**config.mk**
```make
export PLATFORM = sky130hd
export DESIGN_NAME = multi_slot_oneshot_periodic_timer
export DESIGN_NICKNAME = d
export VERILOG_FILES = /design/src/rtl/core/mst_pkg.sv /design/src/rtl/core/mst_cell.sv /design/src/rtl/core/multi_slot_oneshot_periodic_timer.sv
export SDC_FILE = /design/constraint.sdc
export NUM_CORES = 2
export LEC_CHECK = 0
export ABC_CLOCK_PERIOD_IN_PS = 17200
export BUFFER_PORTS_ARGS = -buffer_cell sky130_fd_sc_hd__clkbuf_2
export CAP_MARGIN = 20
export CORE_MARGIN = 3
export CORE_UTILIZATION = 60
export DETAILED_ROUTE_END_ITERATION = 8
export PLACE_DENSITY = 0.85
export SKIP_CTS_REPAIR_TIMING = 1
export SLEW_MARGIN = 20
export SYNTH_ARGS = -nofsm -noshare
export SYNTH_HDL_FRONTEND = slang
export SYNTH_SLANG_ARGS = --single-unit
```
**constraint.sdc**
```tcl
create_clock -name clk -period 17.2 [get_ports clk]
set_clock_uncertainty 0.05 [all_clocks]
set_input_delay 1.72 -clock clk [delete_from_list [all_inputs] [get_ports clk]]
set_output_delay 1.72 -clock clk [all_outputs]
set_load 0.005 [all_outputs]
```
**src/rtl/core/mst_pkg.sv**
```systemverilog
// ----------------------------------------------------------------------------
// mst_pkg: shared types and constants of the multi-slot timer
// Beat layouts for both channels, the command codes and the per-cell beat that
// travels down the row of timer cells.
// ----------------------------------------------------------------------------
package mst_pkg;

    localparam int NUM_SLOTS_DEF = 8;
    localparam int MASK_W        = 8;
    localparam int COUNT_W       = 4;
    localparam int PERIOD_W      = 32;

    // Repeat kind code that marks a slot as single shot.
    localparam logic REPEAT_ONCE = 1'b0;

    typedef enum logic [1:0] {
        MODE_TICK   = 2'd0,
        MODE_START  = 2'd1,
        MODE_REMOVE = 2'd2
    } mst_mode_t;

    typedef struct packed {
        logic [1:0]          mode;
        logic [2:0]          slot;
        logic [PERIOD_W-1:0] period;
        logic                repeat_req;
    } mst_cmd_t;

    typedef struct packed {
        logic [MASK_W-1:0]  expired_mask;
        logic [COUNT_W-1:0] listed_count;
    } mst_evt_t;

    // What one cell hands to the next: the command and the partial result.
    typedef struct packed {
        mst_cmd_t           cmd;
        logic [MASK_W-1:0]  mask;
        logic [COUNT_W-1:0] count;
    } mst_beat_t;

endpackage

```
**src/rtl/core/mst_cell.sv**
```systemverilog
// ----------------------------------------------------------------------------
// mst_cell: one timer slot of the cell row
// Holds the state of one slot, applies the passing command to it, adds its
// expiry bit and listed flag to the partial result and hands the beat on.
// ----------------------------------------------------------------------------
module mst_cell
    import mst_pkg::*;
#(
    parameter int CELL_IDX = 0
)
(
    input  logic      clk,
    input  logic      rst_n,
    input  logic      advance,
    input  logic      in_valid,
    input  mst_beat_t in_beat,
    output logic      out_valid,
    output mst_beat_t out_beat
);

    // Only the first eight slots can be named by the 3-bit slot field.
    localparam bit               ADDRESSABLE = (CELL_IDX < MASK_W);
    localparam logic [2:0]       SLOT_CODE   = 3'(CELL_IDX % MASK_W);
    localparam logic [MASK_W-1:0] MASK_BIT   =
        ADDRESSABLE ? (MASK_W'(1) << SLOT_CODE) : '0;

    logic                listed_reg,    listed_next;
    logic                running_reg,   running_next;
    logic                periodic_reg,  periodic_next;
    logic [PERIOD_W-1:0] remaining_reg, remaining_next;
    logic [PERIOD_W-1:0] reload_reg,    reload_next;
    logic                valid_reg;
    mst_beat_t           beat_reg,      beat_next;

    logic                hit;
    logic                expire;
    logic [PERIOD_W-1:0] rem_dec;
    logic [PERIOD_W-1:0] load_val;

    assign hit      = ADDRESSABLE && (in_beat.cmd.slot == SLOT_CODE);
    assign rem_dec  = remaining_reg - PERIOD_W'(1);
    assign load_val = (in_beat.cmd.period == '0) ? PERIOD_W'(1) : in_beat.cmd.period;

    always_comb
    begin
        listed_next    = listed_reg;
        running_next   = running_reg;
        periodic_next  = periodic_reg;
        remaining_next = remaining_reg;
        reload_next    = reload_reg;
        expire         = 1'b0;
        if (advance && in_valid)
        begin
            case (in_beat.cmd.mode)
                MODE_TICK:
                begin
                    if (listed_reg && running_reg)
                    begin
                        remaining_next = rem_dec;
                        if (rem_dec == '0)
                        begin
                            expire = 1'b1;
                            if (!periodic_reg)
                            begin
                                running_next = 1'b0;
                                listed_next  = 1'b0;
                            end
                            else
                            begin
                                remaining_next = reload_reg;
                            end
                        end
                    end
                end
                MODE_START:
                begin
                    if (hit)
                    begin
                        reload_next    = load_val;
                        remaining_next = load_val;
                        periodic_next  = (in_beat.cmd.repeat_req != REPEAT_ONCE);
                        running_next   = 1'b1;
                        listed_next    = 1'b1;
                    end
                end
                MODE_REMOVE:
                begin
                    if (hit)
                    begin
                        listed_next = 1'b0;
                    end
                end
                default:
                begin
                end
            endcase
        end

        beat_next       = in_beat;
        beat_next.mask  = in_beat.mask | (expire ? MASK_BIT : '0);
        beat_next.count = (listed_next && (in_beat.count != '1)) ?
                          in_beat.count + COUNT_W'(1) : in_beat.count;
    end

    always_ff @(posedge clk or negedge rst_n)
    begin
        if (!rst_n)
        begin
            listed_reg    <= 1'b0;
            running_reg   <= 1'b0;
            periodic_reg  <= 1'b0;
            remaining_reg <= '0;
            reload_reg    <= '0;
            valid_reg     <= 1'b0;
        end
        else
        begin
            listed_reg    <= listed_next;
            running_reg   <= running_next;
            periodic_reg  <= periodic_next;
            remaining_reg <= remaining_next;
            reload_reg    <= reload_next;
            if (advance)
            begin
                valid_reg <= in_valid;
            end
        end
    end

    always_ff @(posedge clk)
    begin
        if (advance)
        begin
            beat_reg <= beat_next;
        end
    end

    assign out_valid = valid_reg;
    assign out_beat  = beat_reg;

    // A listed, running slot always has ticks left to count.
    a_live_nonzero: assert property (@(posedge clk) disable iff (!rst_n)
        (listed_reg && running_reg) |-> (remaining_reg != '0))
        else $error("listed running slot with zero countdown");

endmodule

```
**src/rtl/core/multi_slot_oneshot_periodic_timer.sv**
```systemverilog
// ----------------------------------------------------------------------------
// multi_slot_oneshot_periodic_timer: row of countdown timer slots
// Single-shot or periodic countdown timers, one per cell. Each command beat
// (tick, start, remove) walks down the row, one cell per cycle while the row
// is not held, and leaves with the expiry mask and the number of listed slots.
// ----------------------------------------------------------------------------
//
//  Channel  Handshake            Beat       Direction  Content
//  -------  -------------------  ---------  ---------  ---------------------------------
//  cmd      cmd_valid/cmd_ready  mst_cmd_t  in         mode, slot, period, repeat_req
//  evt      evt_valid/evt_ready  mst_evt_t  out        expired_mask, listed_count
//
// One command beat is taken in every cycle in which the row is not held; its
// result beat passes through one register per cell and then the output
// register before it appears on evt.
// Every cell sees the commands in order, so each slot's state is up to date
// when a beat reaches it and the partial mask and count gather exactly the
// slot states the beat left behind.
// When a result waits in the output register and evt_ready is low, the whole
// row holds and cmd_ready drops in the same cycle.
// Reset clears every slot (not listed, not running) and empties the row.
//
module multi_slot_oneshot_periodic_timer
    import mst_pkg::*;
#(
    parameter int NUM_SLOTS = NUM_SLOTS_DEF
)
(
    input  logic     clk,
    input  logic     rst_n,
    input  logic     cmd_valid,
    output logic     cmd_ready,
    input  mst_cmd_t cmd,
    output logic     evt_valid,
    input  logic     evt_ready,
    output mst_evt_t evt
);

    localparam int               CNT_MAX    = (NUM_SLOTS > 15) ? 15 : NUM_SLOTS;
    localparam logic [MASK_W-1:0] MASK_LIMIT =
        (NUM_SLOTS >= MASK_W) ? '1 : MASK_W'((1 << NUM_SLOTS) - 1);

    logic      chain_valid [NUM_SLOTS+1];
    mst_beat_t chain_beat  [NUM_SLOTS+1];
    logic      advance;
    logic      evt_valid_reg;
    mst_evt_t  evt_reg;

    // The row moves whenever the output register is free or being emptied.
    assign advance   = !evt_valid_reg || evt_ready;
    assign cmd_ready = advance;

    // The head of the row takes the command beat with an empty partial result.
    assign chain_valid[0]      = cmd_valid;
    assign chain_beat[0].cmd   = cmd;
    assign chain_beat[0].mask  = '0;
    assign chain_beat[0].count = '0;

    for (genvar g = 0; g < NUM_SLOTS; g++)
    begin : g_cell
        mst_cell #(
            .CELL_IDX (g)
        ) u_cell (
            .clk       (clk),
            .rst_n     (rst_n),
            .advance   (advance),
            .in_valid  (chain_valid[g]),
            .in_beat   (chain_beat[g]),
            .out_valid (chain_valid[g+1]),
            .out_beat  (chain_beat[g+1])
        );
    end

    always_ff @(posedge clk or negedge rst_n)
    begin
        if (!rst_n)
        begin
            evt_valid_reg <= 1'b0;
        end
        else if (advance)
        begin
            evt_valid_reg <= chain_valid[NUM_SLOTS];
        end
    end

    always_ff @(posedge clk)
    begin
        if (advance)
        begin
            evt_reg.expired_mask <= chain_beat[NUM_SLOTS].mask;
            evt_reg.listed_count <= chain_beat[NUM_SLOTS].count;
        end
    end

    assign evt_valid = evt_valid_reg;
    assign evt       = evt_reg;

    // No slot beyond the array can ever report an expiry.
    a_mask_range: assert property (@(posedge clk) disable iff (!rst_n)
        evt_valid |-> ((evt.expired_mask & ~MASK_LIMIT) == '0))
        else $error("expiry reported for a slot that does not exist");

    // The listed count cannot exceed the number of slots.
    a_count_range: assert property (@(posedge clk) disable iff (!rst_n)
        evt_valid |-> (evt.listed_count <= COUNT_W'(CNT_MAX)))
        else $error("listed count above slot count");

    // A held result must freeze the row and block new commands.
    a_stall_blocks: assert property (@(posedge clk) disable iff (!rst_n)
        (evt_valid && !evt_ready) |-> !cmd_ready)
        else $error("command taken while result is stalled");

    // Once a result is held, the row stays frozen into the next cycle too.
    a_stall_holds: assert property (@(posedge clk) disable iff (!rst_n)
        (evt_valid && !evt_ready) |=> evt_valid)
        else $error("stalled result lost");

endmodule
```
# Word-level counts from Yosys, hierarchy flattened
# Index checks and enable logic that the tools add are counted.
dict set report word_totals {
  out_inout_bits 14
  input_bits 42
  elab_cells 453
  ff_bits 919
}
dict set report classes {
  addsub 15
  n_reduce_logical 82
  bitwise_logic 7
  muxes 192
  eq_ne 62
}
# op count
set ops {}
lappend ops {{32-bit 2-to-1 mux} 40}
lappend ops {{32-bit logical NOT} 16}
lappend ops {{32-bit one-hot mux with 2 select lines} 8}
lappend ops {{32-bit by 1-bit subtractor with 32-bit output, second input constant} 8}
lappend ops {{1-bit 2-to-1 mux} 114}
lappend ops {{8-bit OR} 7}
lappend ops {{2-bit by 1-bit != test with 1-bit output, second input constant} 24}
lappend ops {{6-bit AND reduction} 8}
lappend ops {{4-bit 2-to-1 mux} 8}
lappend ops {{4-bit AND reduction} 8}
lappend ops {{4-bit by 1-bit adder with 4-bit output, second input constant} 7}
lappend ops {{4-bit != test, second input constant} 7}
lappend ops {{1-bit one-hot mux with 3 select lines} 8}
lappend ops {{3-bit AND reduction} 8}
lappend ops {{1-bit logical AND} 23}
lappend ops {{2-bit by 1-bit == test with 1-bit output, second input constant} 8}
lappend ops {{2-bit == test, second input constant} 8}
lappend ops {{2-bit logical NOT} 8}
lappend ops {{2-bit != test, second input constant} 8}
lappend ops {{1-bit one-hot mux with 2 select lines} 8}
lappend ops {{2-bit nonzero test} 8}
lappend ops {{3-bit == test, second input constant} 4}
lappend ops {{8-bit 2-to-1 mux} 1}
lappend ops {{7-bit 2-to-1 mux} 1}
lappend ops {{9 further kinds} 10}

# Logic depth before layout (Yosys ltp)
dict set report depth {
  depth_word 8
  depth_mapped 15
  depth_no_buf 11
}

# By module
# A second synthesis with hierarchy kept.
dict set report unflattened {
  cells_unflattened 4350
  hier_area_um2 45994.1
}
# module instances seq_area_each_um2 cells_per_inst area_each_um2
set modules_own_cells {}
lappend modules_own_cells {{mst_cell (g_cell[1].u_cell ...)} 2 3203.1 577 5718.0}
lappend modules_own_cells {{mst_cell (g_cell[5].u_cell ...)} 2 3203.1 505 5669.2}
lappend modules_own_cells {{mst_cell (g_cell[0].u_cell)} 1 3203.1 519 5815.6}
lappend modules_own_cells {{mst_cell (g_cell[4].u_cell)} 1 3203.1 515 5736.8}
lappend modules_own_cells {{mst_cell (g_cell[3].u_cell)} 1 3203.1 571 5636.7}
lappend modules_own_cells {{mst_cell (g_cell[7].u_cell)} 1 3203.1 565 5619.1}
lappend modules_own_cells {multi_slot_oneshot_periodic_timer 1 385.4 16 411.6}

# Least setup slack after synthesis
# OpenSTA, ideal clock, no wires.
dict set report synth_timing {
  kind {in2reg}
  start {input evt_ready}
  end {register g_cell[0].u_cell.reload_reg[10]}
  path_stages 7
  path_slack_ns 2.079
  required_ns 17.025
  path_buffers 3
  arrival_time_ns 14.946
  setup_ns 0.125
  path_cell_list {nor2b_1 clkbuf_1 inv_2 buf_1 nand4_1 clkbuf_1 mux2_2}
}
dict set report synth_via {
  elab_chain_cells 3
}
# item line_no
set synth_lines {}
lappend synth_lines {{from (decl)} multi_slot_oneshot_periodic_timer.sv:35} ;# input logic evt_ready,
lappend synth_lines {{1-bit logical OR} multi_slot_oneshot_periodic_timer.sv:50} ;# assign advance = !evt_valid_reg || evt_ready;
lappend synth_lines {{net cmd_ready} multi_slot_oneshot_periodic_timer.sv:32} ;# output logic cmd_ready,
lappend synth_lines {{1-bit logical AND} mst_cell.sv:52} ;# if (advance && in_valid)
lappend synth_lines {{3-bit AND reduction (no line)} n/a}
lappend synth_lines {{to (signal assigned)} mst_cell.sv:122} ;# reload_reg <= reload_next;
lappend synth_lines {{to (decl)} mst_cell.sv:31} ;# logic [PERIOD_W-1:0] reload_reg, reload_next;
# The timed path passes the listed nets, and every way through them passes these cells.
# A chain may end at the register's enable or synchronous reset.

==> flow_summary.ini <==
[worst_setup_path]
crit_buf_inv = 5
r2r_slack_ps = 11720
crit_path_start_kind = primary input
r2r-start = evt_valid
path_cells = clkbuf_2 -> nor2b_1 -> buf_4 -> inv_8 -> buf_4 -> buf_4 -> nand2_1 -> nor2_1 -> a21oi_1 -> nor2_1 -> a21oi_1 -> a31oi_1 -> and2_1 -> mux2_1
endpoint_kind = flip-flop
critPathArrivalTime_ps = 6510
cpMostUsedCell = buf_4
cpMaxStageDelayCell = buf_4
crit_type = primary input to flip-flop
critPathMaxFanout = 129
critPathMaxStageDelay_ps = 850
required_ps = 17560
reg2regPathDepth = 13
rr_endpoint = g_cell[5].u_cell.out_beat[1]
crit_family = buffers and inverters

[die]
ioPinCount = 56
die_width_um = 273
dieArea_um2 = 74700
row_count = 97
dieHeight_um = 273
core_um2 = 70400
initial_core_util = 0.609

[logic_synthesis]
yosysTopAreaCell = dfrtp_1
avgSynthCellArea_um2 = 9.98
synthArstFlopShare = 0.616
syn_area_um2 = 42900
synth.yosys.seq_area_share = 0.556
synth_cells = 4296
synth_nets = 4360
ys.flop_type = dfrtp_1
synth_edf_count = 340
synth.distinct_cells = 83
synth_top_area_share = 0.318
yosys_register_bits = 885
synth_warnings = 0
ys_top_cells_by_area = dfrtp_1 32%, edfxtp_1 24%, nand2_1 6.6%, nor3_1 4.3%, nor2_1 3.2%

[worst_hold_path]
min_path_type = flip-flop to flip-flop
hold-path-endpoint = g_cell[6].u_cell.out_beat[8]
hp-start = g_cell[5].u_cell.out_beat[8]
whs_path_depth = 0

[cells_and_area]
design_area_um2 = 47000
drive_above_1_share = 0.0949
num_antenna_cells = 0
fin_nets = 4319
instances_no_fill = 5272
largest_reg_flops = 328
area_growth_pct = 9.62

[clock_network]
cts_tree = done
cts_buffers = 90
htreeDepth = 3
clk_pin_slew_ps = 60
clock-sinks = 885
clock_latency_ps = 660
clockBufferDepth = 3
cts_root_buf = clkbuf_16

[placement]
portBuffers = 55
place_inst = 5101
dpl.hpwl_mm = 75.2
place_area_um2 = 43900
gp_congestion = 0.975

[global_routing]
track_usage = 0.309
antenna_found_initial = 1
grt_pass1_vias = 33500
grt_first_pass_wirelength_mm = 185
grt-ovfl-total = 0
grt_max_degree = 165

[routing]
drc_errors = 0
vias = 35000
via_per_inst = 6.64
firstDrtPassIters = 6
drtIter0Drc = 4756
wirelength_mm = 117
postRouteAntennaNets = 0
post_drt_wl_per_cell_um = 22.2

[pwr]
peakVddDrop_mv = 0.0992
power_density_nw_per_um2 = 176
p_leak_nw = 18.1

[timing]
max_slew.worst_pin.slew_ps = 1150
report.final.slew_viol_count = 0
fmax_mhz = 163
fin_crit_ps = 6150
hold_viol = 0
setup_tns_ps = 0
fin_crit_sh = 0.358
slew_headroom = 0.228
rsz0062_at_grt = false
setup-violations-final = 0

[job]
maxCapViolCount = 0

[outcome]
status = finished clean
where the power goes:
group	internal [mW]	switching (mW)
Sequential	3.20	1.11
Combinational	0.819	1.16
Clock	1.13	0.855
Total	5.15	3.13
per-stage QoR:
stage               utilization  setup WS (ps)  power, mW  hold slack (ps)
floorplan                     -           2080       5.43              350
global placement          0.624          10710       6.07              351
detailed placement        0.624          10510       6.20              355
CTS                       0.667          11130       8.21              365
global route              0.668          10680       8.68              372
finish                    0.668          11050       8.28              362
layout make-up:
cell class	instances	area (um^2)
multi-input cells	3113	18000
well taps	940	1180
flip-flops and latches	885	23800
inverters	51	199
clock inverters	35	369
fillers	5093	23400
clock buffers	134	2640
repair buffers	114	768
worst register-to-register path: cells and delay by family, from the launching register on:
kind	cells	cell delay, ps
AOI/OAI and AO/OA	3	690
and+or+nand+nor	5	1230
muxes	1	340
buffers and inverters	4	2550
DFF	1	380
cells in the mapped netlist, drive strengths merged (6+ instances only):
cell type / number
nand2: 755
dfrtp: 545
nor2: 371
nor3: 367
edfxtp: 340
clkbuf: 229
a211oi: 167
o21ai: 165
nor4: 155
xnor2: 113
a21oi: 111
mux2: 106
or3: 94
xor2: 93
a31oi: 78
nand3: 66
nand4: 65
inv: 51
or4: 37
nand2b: 30
or2: 29
nor4b: 25
ha: 22
o31ai: 19
buf: 18
nor3b: 17
and2: 15
nor2b: 15
a2111oi: 13
o31a: 13
and4: 12
nand4b: 12
o21a: 12
and3: 11
o211ai: 11
or4b: 11
a211o: 9
nand3b: 9
o41ai: 9
a21boi: 7
a22oi: 7
and4b: 6
placed cells by master (no fill, tap or decap), drive strengths merged, types with 111 or more instances in the layout:
cell / count
clkbuf: 188
nor3: 367
a21oi: 111
o21ai: 165
nand2: 755
edfxtp: 340
a211oi: 167
dfrtp: 545
nor2: 371
xnor2: 113
nor4: 155
worst max path at each step:
stage,startpoint,to,slack (ps),depth (start not counted)
floorplan,evt_ready,g_cell[0].u_cell.reload_reg[10],2080,7
global placement,evt_ready,g_cell[5].u_cell.out_beat[1],10710,14
detailed placement,evt_ready,g_cell[5].u_cell.out_beat[1],10510,14
CTS,evt_ready,g_cell[5].u_cell.out_beat[1],11130,14
global route,evt_ready,g_cell[5].u_cell.out_beat[1],10680,14
finish,evt_ready,g_cell[5].u_cell.out_beat[1],11050,14
cell families after synthesis:
family,count (synthesis),share of synthesized area
buf+inv,298,0.0270
simple gates,2103,0.236
flops,885,0.556
xor+xnor,206,0.0421
mux,111,0.0290
compound gates,671,0.103
fa+ha+maj,22,0.00642
metal layers:
layer,up-vias,global-route usage,share of wire
met5,-,0,0.00011
met4,2,0.128,0.046
met3,401,0.0555,0.091
met2,2078,0.495,0.47
met1,17000,0.418,0.39
li1,15500,-,-
Note: power is estimated with default switching activity, not from simulation.
